**src/rtl/strs_pkg.sv**
```systemverilog
// Shared constants and types for the segment tree range sum unit.
// No dependencies; every other file in rtl/ imports this package.
package strs_pkg;

	localparam int unsigned LEAVES = 1024;
	localparam int unsigned POS_W  = 10;
	localparam int unsigned DATA_W = 32;
	localparam int unsigned NODES  = 2 * LEAVES;
	localparam int unsigned ADDR_W = $clog2(NODES);
	localparam int unsigned IDX_W  = $clog2(NODES + 1);
	localparam int unsigned CMP_W  = (IDX_W > POS_W) ? IDX_W : POS_W;

	localparam logic MODE_ADD   = 1'b0;
	localparam logic MODE_QUERY = 1'b1;

	typedef enum logic [2:0] {
		ST_CLEAR,
		ST_IDLE,
		ST_ADD_LEAF,
		ST_ADD_SIB,
		ST_ADD_UP,
		ST_Q_RD,
		ST_Q_ACC,
		ST_DONE
	} state_t;

	typedef struct packed {
		logic              we;
		logic [ADDR_W-1:0] waddr;
		logic [DATA_W-1:0] wdata;
		logic [ADDR_W-1:0] raddr_a;
		logic [ADDR_W-1:0] raddr_b;
	} mem_req_t;

	typedef struct packed {
		logic              valid;
		logic [DATA_W-1:0] sum;
	} result_t;

endpackage

```
**src/rtl/strs_ctrl.sv**
```systemverilog
// Sequencer and datapath: clearing pass, leaf add with ancestor rebuild,
// two-pointer range query. Depends on strs_pkg; drives strs_ram.
module strs_ctrl
	import strs_pkg::*;
(
	input  logic                     clk,
	input  logic                     arst_n,
	input  logic                     in_valid,
	output logic                     in_ready,
	input  logic                     mode,
	input  logic [POS_W-1:0]         position,
	input  logic [POS_W-1:0]         upper,
	input  logic signed [DATA_W-1:0] amount,
	output mem_req_t                 mem_req,
	input  logic [DATA_W-1:0]        rdata_a,
	input  logic [DATA_W-1:0]        rdata_b,
	output result_t                  res,
	input  logic                     res_ready
);

	state_t            state_q, state_d;
	logic [ADDR_W-1:0] clr_q;
	logic [ADDR_W-1:0] x_q;
	logic [DATA_W-1:0] amt_q;
	logic [DATA_W-1:0] cur_q;
	logic [DATA_W-1:0] acc_q;
	logic [IDX_W-1:0]  l_q;
	logic [IDX_W-1:0]  r_q;

	logic [CMP_W-1:0]  pos_c, up_c, leaves_c, hi_c;
	logic              add_ok, empty, accept;
	logic [IDX_W-1:0]  lo_idx, r_init, r_dec, l_next;
	logic [ADDR_W-1:0] parent;
	logic [DATA_W-1:0] leaf_sum, up_sum, acc_sum;

	assign pos_c    = CMP_W'(position);
	assign up_c     = CMP_W'(upper);
	assign leaves_c = CMP_W'(LEAVES);
	assign hi_c     = (up_c >= leaves_c) ? leaves_c - CMP_W'(1) : up_c;
	assign add_ok   = pos_c < leaves_c;
	assign empty    = pos_c > hi_c;
	assign lo_idx   = IDX_W'(pos_c) + IDX_W'(LEAVES);
	assign r_init   = IDX_W'(hi_c) + IDX_W'(LEAVES) + IDX_W'(1);
	assign r_dec    = r_q - IDX_W'(1);
	assign l_next   = IDX_W'((l_q + IDX_W'(l_q[0])) >> 1);
	assign parent   = x_q >> 1;
	assign accept   = in_valid && in_ready;

	assign leaf_sum = rdata_a + amt_q;
	assign up_sum   = cur_q + rdata_a;
	assign acc_sum  = acc_q + (l_q[0] ? rdata_a : '0) + (r_q[0] ? rdata_b : '0);

	always_comb begin
		state_d = state_q;
		unique case (state_q)
			ST_CLEAR: begin
				if (clr_q == ADDR_W'(NODES - 1)) state_d = ST_IDLE;
			end
			ST_IDLE: begin
				if (accept) begin
					if (mode == MODE_ADD) state_d = add_ok ? ST_ADD_LEAF : ST_IDLE;
					else state_d = empty ? ST_DONE : ST_Q_RD;
				end
			end
			ST_ADD_LEAF: state_d = ST_ADD_SIB;
			ST_ADD_SIB:  state_d = ST_ADD_UP;
			ST_ADD_UP: begin
				state_d = (parent != ADDR_W'(1)) ? ST_ADD_SIB : ST_IDLE;
			end
			ST_Q_RD:  state_d = (l_q < r_q) ? ST_Q_ACC : ST_DONE;
			ST_Q_ACC: state_d = ST_Q_RD;
			ST_DONE: begin
				if (res_ready) state_d = ST_IDLE;
			end
			default: state_d = ST_IDLE;
		endcase
	end

	always_comb begin
		in_ready        = (state_q == ST_IDLE);
		mem_req.we      = 1'b0;
		mem_req.waddr   = x_q;
		mem_req.wdata   = leaf_sum;
		mem_req.raddr_a = l_q[ADDR_W-1:0];
		mem_req.raddr_b = r_dec[ADDR_W-1:0];
		res.valid       = (state_q == ST_DONE);
		res.sum         = acc_q;
		unique case (state_q)
			ST_CLEAR: begin
				mem_req.we    = 1'b1;
				mem_req.waddr = clr_q;
				mem_req.wdata = '0;
			end
			ST_IDLE: begin
				mem_req.raddr_a = lo_idx[ADDR_W-1:0];
			end
			ST_ADD_LEAF: begin
				mem_req.we = 1'b1;
			end
			ST_ADD_SIB: begin
				mem_req.raddr_a = x_q ^ ADDR_W'(1);
			end
			ST_ADD_UP: begin
				mem_req.we    = 1'b1;
				mem_req.waddr = parent;
				mem_req.wdata = up_sum;
			end
			ST_Q_RD, ST_Q_ACC, ST_DONE: begin
			end
			default: begin
			end
		endcase
	end

	always_ff @(posedge clk or negedge arst_n) begin
		if (!arst_n) begin
			state_q <= ST_CLEAR;
			clr_q   <= '0;
		end else begin
			state_q <= state_d;
			if (state_q == ST_CLEAR) clr_q <= clr_q + ADDR_W'(1);
		end
	end

	always_ff @(posedge clk) begin
		unique case (state_q)
			ST_IDLE: begin
				if (accept) begin
					x_q   <= lo_idx[ADDR_W-1:0];
					amt_q <= amount;
					l_q   <= lo_idx;
					r_q   <= r_init;
					acc_q <= '0;
				end
			end
			ST_ADD_LEAF: cur_q <= leaf_sum;
			ST_ADD_UP: begin
				cur_q <= up_sum;
				x_q   <= parent;
			end
			ST_Q_ACC: begin
				acc_q <= acc_sum;
				l_q   <= l_next;
				r_q   <= r_q >> 1;
			end
			ST_CLEAR, ST_ADD_SIB, ST_Q_RD, ST_DONE: begin
			end
			default: begin
			end
		endcase
	end

endmodule

```
**config.mk**
```make
export PLATFORM = sky130hd
export DESIGN_NAME = strs_ctrl
export DESIGN_NICKNAME = d
export VERILOG_FILES = /design/src/rtl/strs_pkg.sv /design/src/rtl/strs_ctrl.sv
export SDC_FILE = /design/constraint.sdc
export NUM_CORES = 1
export LEC_CHECK = 0
export BUFFER_PORTS_ARGS = -buffer_cell sky130_fd_sc_hd__buf_2
export CORE_MARGIN = 3
export CORE_UTILIZATION = 33
export CTS_BUF_LIST = sky130_fd_sc_hd__clkbuf_8
export CTS_CLUSTER_DIAMETER = 120
export DETAILED_ROUTE_END_ITERATION = 10
export RECOVER_POWER = 100
export SLEW_MARGIN = 5
export SYNTH_ARGS = -nofsm -noshare
export SYNTH_HDL_FRONTEND = slang
export SYNTH_SLANG_ARGS = --single-unit
export TNS_END_PERCENT = 10
```
**constraint.sdc**
```tcl
create_clock -name clk -period 6.4 [get_ports clk]
set_input_delay 1.92 -clock clk [delete_from_list [all_inputs] [get_ports clk]]
set_output_delay 1.92 -clock clk [all_outputs]
set_load 0.005 [all_outputs]
```
Yosys cells after proc, flatten, opt, wreduce, memory -nomap -nowiden
Index checks and enable logic that the tools add are counted.
{"block": "totals", "regBits": 145, "input_bits": 121, "out_inout_bits": 100, "wordCells": 69}
{"block": "op_classes", "n_addsub": 10, "magnitude_cmp": 4, "eq_ne": 12, "n_mux": 24, "bitwise": 1, "n_reduce_logical": 10}
{"op": "32-bit adder", "n": 4}
{"op": "32-bit case mux with 2 select lines", "n": 2}
{"op": "32-bit two-way mux", "n": 3}
{"op": "43-bit case mux with 2 select lines", "n": 1}
{"op": "12-bit case mux with 2 select lines", "n": 2}
{"op": "11-bit case mux with 2 select lines", "n": 2}
{"op": "10-bit by 11-bit adder with 12-bit output, second input constant", "n": 2}
{"op": "12-bit two-way mux", "n": 2}
{"op": "3-bit case mux with 8 select lines", "n": 1}
{"op": "12-bit by 1-bit adder with 12-bit output", "n": 1}
{"op": "12-bit by 1-bit adder with 12-bit output, second input constant", "n": 1}
{"op": "3-bit == test, second input constant", "n": 4}
{"op": "12-bit less-than comparator", "n": 1}
{"op": "3-bit two-way mux", "n": 4}
{"op": "11-bit by 1-bit adder with 11-bit output, second input constant", "n": 1}
{"op": "11-bit == test, second input constant", "n": 1}
{"op": "10-bit by 11-bit >= comparator with 1-bit output, second input constant", "n": 1}
{"op": "10-bit by 11-bit less-than comparator with 1-bit output, second input constant", "n": 1}
{"op": "11-bit two-way mux", "n": 1}
{"op": "11-bit by 1-bit subtractor with 11-bit output, second input constant", "n": 1}
{"op": "10-bit greater-than comparator", "n": 1}
{"op": "10-bit two-way mux", "n": 1}
{"op": "10-bit by 1-bit != test with 1-bit output, second input constant", "n": 1}
{"op": "3-bit by 2-bit == test with 1-bit output, second input constant", "n": 2}
{"op": "other kinds (12)", "n": 20}

Depth between registers and ports, before layout
Gate-level depths: netlist of run 1.
{"block": "logic_depth", "depth_word": 7, "depth_mapped": 16}

Worst setup path after synthesis of run 1
Ideal clock, no wire load.
{"block": "synth_timing", "kind": "input port to output port", "startpoint": "input rdata_a[0]", "endpoint": "output mem_req[46] (netlist name)", "arrival_ns": 4.135, "required_ns": 4.480, "path_slack_ns": 0.345, "cell_stages": 11, "n_path_buf": 0, "path_cell_list": "ha_1 -> fa_1 -> a211oi_1 -> o211ai_1 -> a41o_1 -> o21ai_2 -> o21ai_1 -> a21oi_2 -> o21ai_1 -> xor2_1 -> a22o_1"}
{"element": "start: declaration", "line": "strs_ctrl.sv:15", "source": "input logic [DATA_W-1:0] rdata_a,"}
{"element": "end: declaration", "line": "strs_ctrl.sv:14", "source": "output mem_req_t mem_req,"}

==> results of run 1 <==
worst max-delay path by stage:
stage,startpoint,depth (start not counted),end
CTS,rdata_a[0],14,mem_req[46]
floorplan,rdata_a[0],11,mem_req[46]
detailed placement,rdata_a[0],13,mem_req[52]
global route,rdata_a[0],14,mem_req[52]
finish,rdata_a[0],14,mem_req[52]
global placement,rdata_a[0],13,mem_req[52]
placed cells by master (no fill, tap or decap), types with 6 or more instances in the layout:
master    synthesis  final
nand3_1          22     22
xnor2_1          69     68
fa_1             34     33
o21ai_2           3      6
nor3_1           27     27
a21oi_1          84     84
nand2_1         225    224
edfxtp_1        130    130
o21bai_1          6      6
clkbuf_8          2     19
and2_1           68     65
buf_2             2    184
o21a_1           12     12
o21ai_1          17     15
nand2b_1         11     11
dfrtp_1          14     14
buf_4             2     44
and3_1           11     11
nand4_1          18     18
a211oi_1         17     15
clkbuf_1         35     42
xor2_1           49     48
a311oi_1          6      6
a21o_1           61     61
nor2_1           82     81
o21ai_0         113    111
inv_1            42     42
ha_1            116    113
o211ai_1          9      9
mux2i_1          23     23
nor2b_1           8      8
flip-flops by register name, indices dropped and copies added, names as in the netlist:
signal / cells
r_q: 12
cur_q: 32
acc_q: 32
amt_q: 32
x_q: 11
l_q: 11
state_q: 3
clr_q: 11
cells by family (layout without fill, tap and decap cells):
kind of cell             after synthesis  after routing
AO/OA/AOI/OAI                        384            384
AND/OR/NAND/NOR                      499            499
buffers and inverters                 92            348
XOR/XNOR                             118            118
adder cells (fa/ha/maj)              150            150
flip-flops                           144            144
multiplexers                          25             25
cell type report:
| type | count | area [um^2] |
|---|---|---|
| Tap cell | 511 | 639 |
| Sequential cell | 144 | 4250 |
| Timing Repair Buffer | 274 | 1460 |
| Clock inverter | 13 | 161 |
| Clock buffer | 19 | 262 |
| Multi-Input combinational cell | 1176 | 8350 |
| Inverter | 42 | 158 |
| Fill cell | 3923 | 22700 |
per-layer routing:
layer  wire length, um  share of wire, %  track usage, %  vias to the layer above
li1                  -                 -               -                     5579
met1             17800                44            25.1                     5480
met2             19000                47            31.8                      324
met3              2650               6.6            4.82                       44
met4               601               1.5            4.67                       10
met5                66              0.16               0                        -
power by group through the flow:
stage               sequential (W)  clock, W  combinational (W)
floorplan                  0.00164         0            0.00289
global placement           0.00171         0            0.00409
detailed placement         0.00172         0            0.00413
CTS                        0.00170  0.000853            0.00419
global route               0.00175  0.000879            0.00470
finish                     0.00171  0.000825            0.00420
timing repair:
| item | 4_1_cts | 5_1_grt |
|---|---|---|
| setup endpoints to repair | 9 | 13 |
| buffers inserted | 3 | 6 |
| pin swaps | 15 | 19 |
| hold buffers | 0 | 0 |
| gates resized for setup | 20 | 11 |
stage by stage:
| step | area (um^2) | setup slack (ps) | instances | hold slack [ps] |
|---|---|---|---|---|
| global route | 15300 | -155 | 2179 | 509 |
| detailed placement | 14700 | -399 | 2138 | 490 |
| finish | 15300 | 13.9 | 2179 | 500 |
| floorplan | 12900 | 345 | 1412 | 454 |
| CTS | 15200 | -42.0 | 2173 | 507 |
| global placement | 14700 | -356 | 2138 | 485 |
==> impl_metrics.toml, run 1 <==
[status]
status = "complete, but fails checks"
violations = "capacitance limit, slew limit"

[synthesis]
synthFlopType = "edfxtp_1"
synthCells = 1412
synthAdderAreaFrac_pct = 16.6
yosysMostFrequentCell = "nand2_1"
synth-compound-area-share_pct = 19.0
ys_types = 84
synth_area_um2 = 12900
synth.mux.area_fraction_pct = 1.97
ys_seq_area_share_pct = 33.1
synth_warnings = 0
synth-seq-cells = 144
yosys.area_share.simple_pct = 18.1
synth_edf_count = 130
synth_top_area_share_pct = 30.4
synth-xor-area-share_pct = 8.04
synth_largest_area_cell = "edfxtp_1"
avgSynthCellArea_um2 = 9.10
synth_common_cells = "nand2_1 (225), edfxtp_1 (130), ha_1 (116)"
synth_top_family_by_area = "compound AO/OA/AOI/OAI gates"
synthArstFlopShare_pct = 9.72
synthTopCellsByArea = "edfxtp_1 (30%), ha_1 (11%), nand2_1 (6.6%)"
synth_nets = 1683

[critical_path]
reg2reg_slack_ps = 1720
cp-start-kind = "input port"
r2r-start = "r_q[0]"
end_kind = "output pin"
cp_num_buf_inv = 3
path_common_cell = "o211ai_1"
cp_top_family = "compound AO/OA/AOI/OAI gates"
arrival_ps = 4470
required_ps = 4480
cp_max_fo = 3
r2r_cells = 12
r2r-end = "acc_q[29]"
path_cells = "buf_8, ha_4, fa_2, a211oi_2, o211ai_1, a41o_1, o211ai_1, buf_4, a31o_4, a41oi_2, xor2_1, nand2_1, o21ai_2, buf_2"
worstSetupPathType = "in2out"
crit_slowest_cell = "fa_2"
slowest_delay_ps = 340

[placement]
dp_hpwl_um = 31400
place.gp.congestion = 0.901
portBuffers = 220

[sta]
fmax_ghz = 0.157
layout_min_cycle_time_ps = 6390
slew_headroom_pct = -83.1
setup_violations = 0
drv_slew = 165
tns_ps = 0
skew_ps = 14.5
min_period_over_period_pct = 99.8
grt_setup_unrepaired = "true"
hold_viol = 0
worst_slew_pin_slew_ps = 2750

[finish]
fin_util_pct = 40.2
num_antenna_cells = 0
final_nets = 1926
area_growth_pct = 18.9
drive_gt1_share_pct = 18.6

[clock_tree]
cts_tree = "built"
cts_buffers = 17
h-tree-depth = 4
insertion_delay_ps = 510
root_buffer = "clkbuf_8"
clock_sinks = 144
clk_pin_slew_ps = 90
cts.path.max_buffers = 2

[drt]
firstDrtPassIters = 5
drtIter0Drc = 587
dr_total_vias = 11400
antenna_left = 0
wire_per_inst_um = 18.4
routed_wl_um = 40100
via_per_inst = 5.25
drcViolationCount = 0

[global_route]
grt_pass1_wl_um = 61600
grt_pass1_vias = 11400
grt-ovfl-total = 0
grt.total_usage_pct = 19.1
grt_antenna_before_repair = 7
grt_start_max_net_pins = 62

[power]
vdd_ir_drop_max_v = 0.000268
power_w = 0.00673
seqPwrFrac_pct = 25.4
internal-power_w = 0.00362
p_clk_share_pct = 12.3
p_switching_w = 0.00311
power_density_nw_per_um2 = 440
p_sw_share_pct = 46.3
pwr-share-comb_pct = 62.4
power_leakage_nw = 6.71

[die]
coreArea_um2 = 38000
fp-row-count = 71
initial_core_util_pct = 33.8
num_io_pins = 221
dieArea_um2 = 41400
die_h_um = 203
fp.dieW_um = 203

[worst_hold_path]
hold_path_startpoint = "clr_q[6]"
hp-class = "reg2reg"
min_path_cells = 1
min_to = "clr_q[6]"

[job]
drv_cap = 4
(Power assumes the default switching activity.)
==> inputs of run 2 (changes only) <==
--- a/config.mk
+++ b/config.mk
@@ -6,6 +6,7 @@
 export NUM_CORES = 1
 export LEC_CHECK = 0
 export BUFFER_PORTS_ARGS = -buffer_cell sky130_fd_sc_hd__buf_2
+export CORE_ASPECT_RATIO = 1.5
 export CORE_MARGIN = 3
 export CORE_UTILIZATION = 33
 export CTS_BUF_LIST = sky130_fd_sc_hd__clkbuf_8
==> impl_metrics.toml, run 2 (synthesis results as in run 1) <==
[clock_tree]
h-tree-depth = 4
cts_buffers = 17
root_buffer = "clkbuf_8"
cts_tree = "built"
insertion_delay_ps = 500
cts.path.max_buffers = 2
clk_pin_slew_ps = 90
ctsHoldBuffers = 0
clock_sinks = 144

[drt]
antenna_left = 0
drtIter0Drc = 546
routed_wl_um = 41400
via_per_inst = 5.28
dr_total_vias = 11500
drcViolationCount = 0
wire_per_inst_um = 19.1
firstDrtPassIters = 7

[placement]
portBuffers = 220
place_area_um2 = 14700
place.gp.congestion = 0.915
dp_hpwl_um = 32500

[critical_path]
arrival_ps = 4520
cp-start-kind = "input port"
path_common_cell = "buf_2"
slowest_delay_ps = 400
crit_slowest_cell = "o31a_2"
required_ps = 4480
worstSetupPathType = "in2out"
end_kind = "output pin"
cp_max_fo = 4
path_cells = "buf_2, ha_1, buf_4, nand4_1, a21boi_4, a21oi_2, or2_1, o31a_2, o31ai_4, xnor2_1, o21ai_1, buf_2"

[sta]
tns_ps = -105
slew_headroom_pct = -57.4
hold_viol = 0
min_period_over_period_pct = 101
layout_min_cycle_time_ps = 6440
grt_setup_unrepaired = "true"
setup_ws_ps = -39.5
setup_violations = 4
fmax_ghz = 0.155
drv_slew = 33
skew_ps = 16.4
holdWs_ps = 504
worst_slew_pin_slew_ps = 2360

[die]
fp-row-count = 87
die_h_um = 248
coreArea_um2 = 38000
num_io_pins = 221
fp.dieW_um = 167
dieArea_um2 = 41400
initial_core_util_pct = 33.8

[job]
drv_cap = 1

[finish]
reg_top3 = "acc_q x32, amt_q x32, cur_q x32"
fillerInstances = 3837
final_nets = 1935
stdcell_area_um2 = 15300
layout_commonest_cell = "nand2_1"
area_growth_pct = 19.2
layout_common_cells = "nand2_1 (224), buf_2 (208), edfxtp_1 (130)"
drive_gt1_share_pct = 20.8

[status]
violations = "capacitance limit, slew limit, setup timing"
status = "complete, but fails checks"

[global_route]
grt_pass1_wl_um = 62700
grt_pass1_vias = 11400
grt.total_usage_pct = 19.5
grt_start_max_net_pins = 62
grt_antenna_before_repair = 5
grt-ovfl-total = 0

[power]
power_leakage_nw = 6.81
vdd_ir_drop_max_v = 0.000278
seqPwrFrac_pct = 25.6
pwr-share-comb_pct = 63.2
power_density_nw_per_um2 = 441
p_clk_share_pct = 11.1
internal-power_w = 0.00363
p_sw_share_pct = 46.4
p_switching_w = 0.00314

[worst_hold_path]
hp-class = "reg2reg"
-- run 2: cell count changes in the layout (fill, tap and decap cells not counted), moves of 2 or more --
cell      delta
clkbuf_1    -29
and2_0       -2
buf_2       +24
nor2_1       -2
buf_4       +16
inv_1        +2
o21ai_1      +3
a211oi_1     -2
diode_2      +3
a211oi_2     +2
nor2_2       +2
and2_1       +2
-- run 2: layer usage --
| layer | GRT usage (%) | vias up | part of all wire (%) |
|---|---|---|---|
| met5 | 0 | - | 0.080 |
| met4 | 8.84 | 4 | 4.1 |
| met3 | 3.87 | 77 | 4.9 |
| met2 | 36.7 | 305 | 53 |
| met1 | 21.0 | 5471 | 38 |
| li1 | - | 5596 | - |
-- run 2: worst paths after layout --
path | startpoint | to | slack [ps] | depth (start not counted)
setup / recovery | rdata_a[2] | mem_req[51] | -40 | 12
hold / removal | clr_q[10] | clr_q[10] | 500 | 1
setup reg to reg | r_q[0] | acc_q[29] | 2120 | 15
hold reg to reg | clr_q[10] | clr_q[10] | 500 | 1
max in group asynchronous | arst_n | clr_q[3] | 4460 | 1
min in group asynchronous | arst_n | state_q[1] | 1460 | 1
-- run 2: metrics by stage --
step	cells	worst slack, ps	power [W]	utilization, %
floorplan	1412	345	0.00453	-
global placement	2127	-224	0.00590	38.8
detailed placement	2127	-320	0.00596	38.8
CTS	2161	-80.8	0.00677	40.1
global route	2168	-143	0.00735	40.3
finish	2169	-39.5	0.00676	40.3
-- run 2: power groups by stage --
stage / Sequential, W / Clock (W) / Combinational (W)
2_1_floorplan: 0.00164 / 0 / 0.00289
3_3_place_gp: 0.00174 / 0 / 0.00416
3_5_place_dp: 0.00175 / 0 / 0.00421
4_1_cts: 0.00173 / 0.000776 / 0.00426
5_1_grt: 0.00178 / 0.000810 / 0.00476
6_report: 0.00173 / 0.000753 / 0.00428
-- run 2: layout make-up --
class	instances	area, um^2	area share [%]
Antenna cell	3	7.51	0.0490
Clock buffer	19	262	1.71
Clock inverter	13	123	0.800
Inverter	42	158	1.03
Multi-Input combinational cell	1176	8340	54.4
Sequential cell	144	4250	27.8
Tap cell	489	612	3.99
Timing Repair Buffer	283	1570	10.2
-- run 2: timing repair --
item	CTS	global route
endpoints found under the setup margin	10	17
buffers inserted	2	5
pin swaps	13	18
gates resized for setup	15	16
-- run 2: worst max-delay path, delay by kind of cell --
family	cells	cell delay, ps
buffers and inverters	3	460
adder cells (fa/ha/maj)	1	340
XOR/XNOR	1	110
AO/OA/AOI/OAI	5	1260
AND/OR/NAND/NOR	2	430
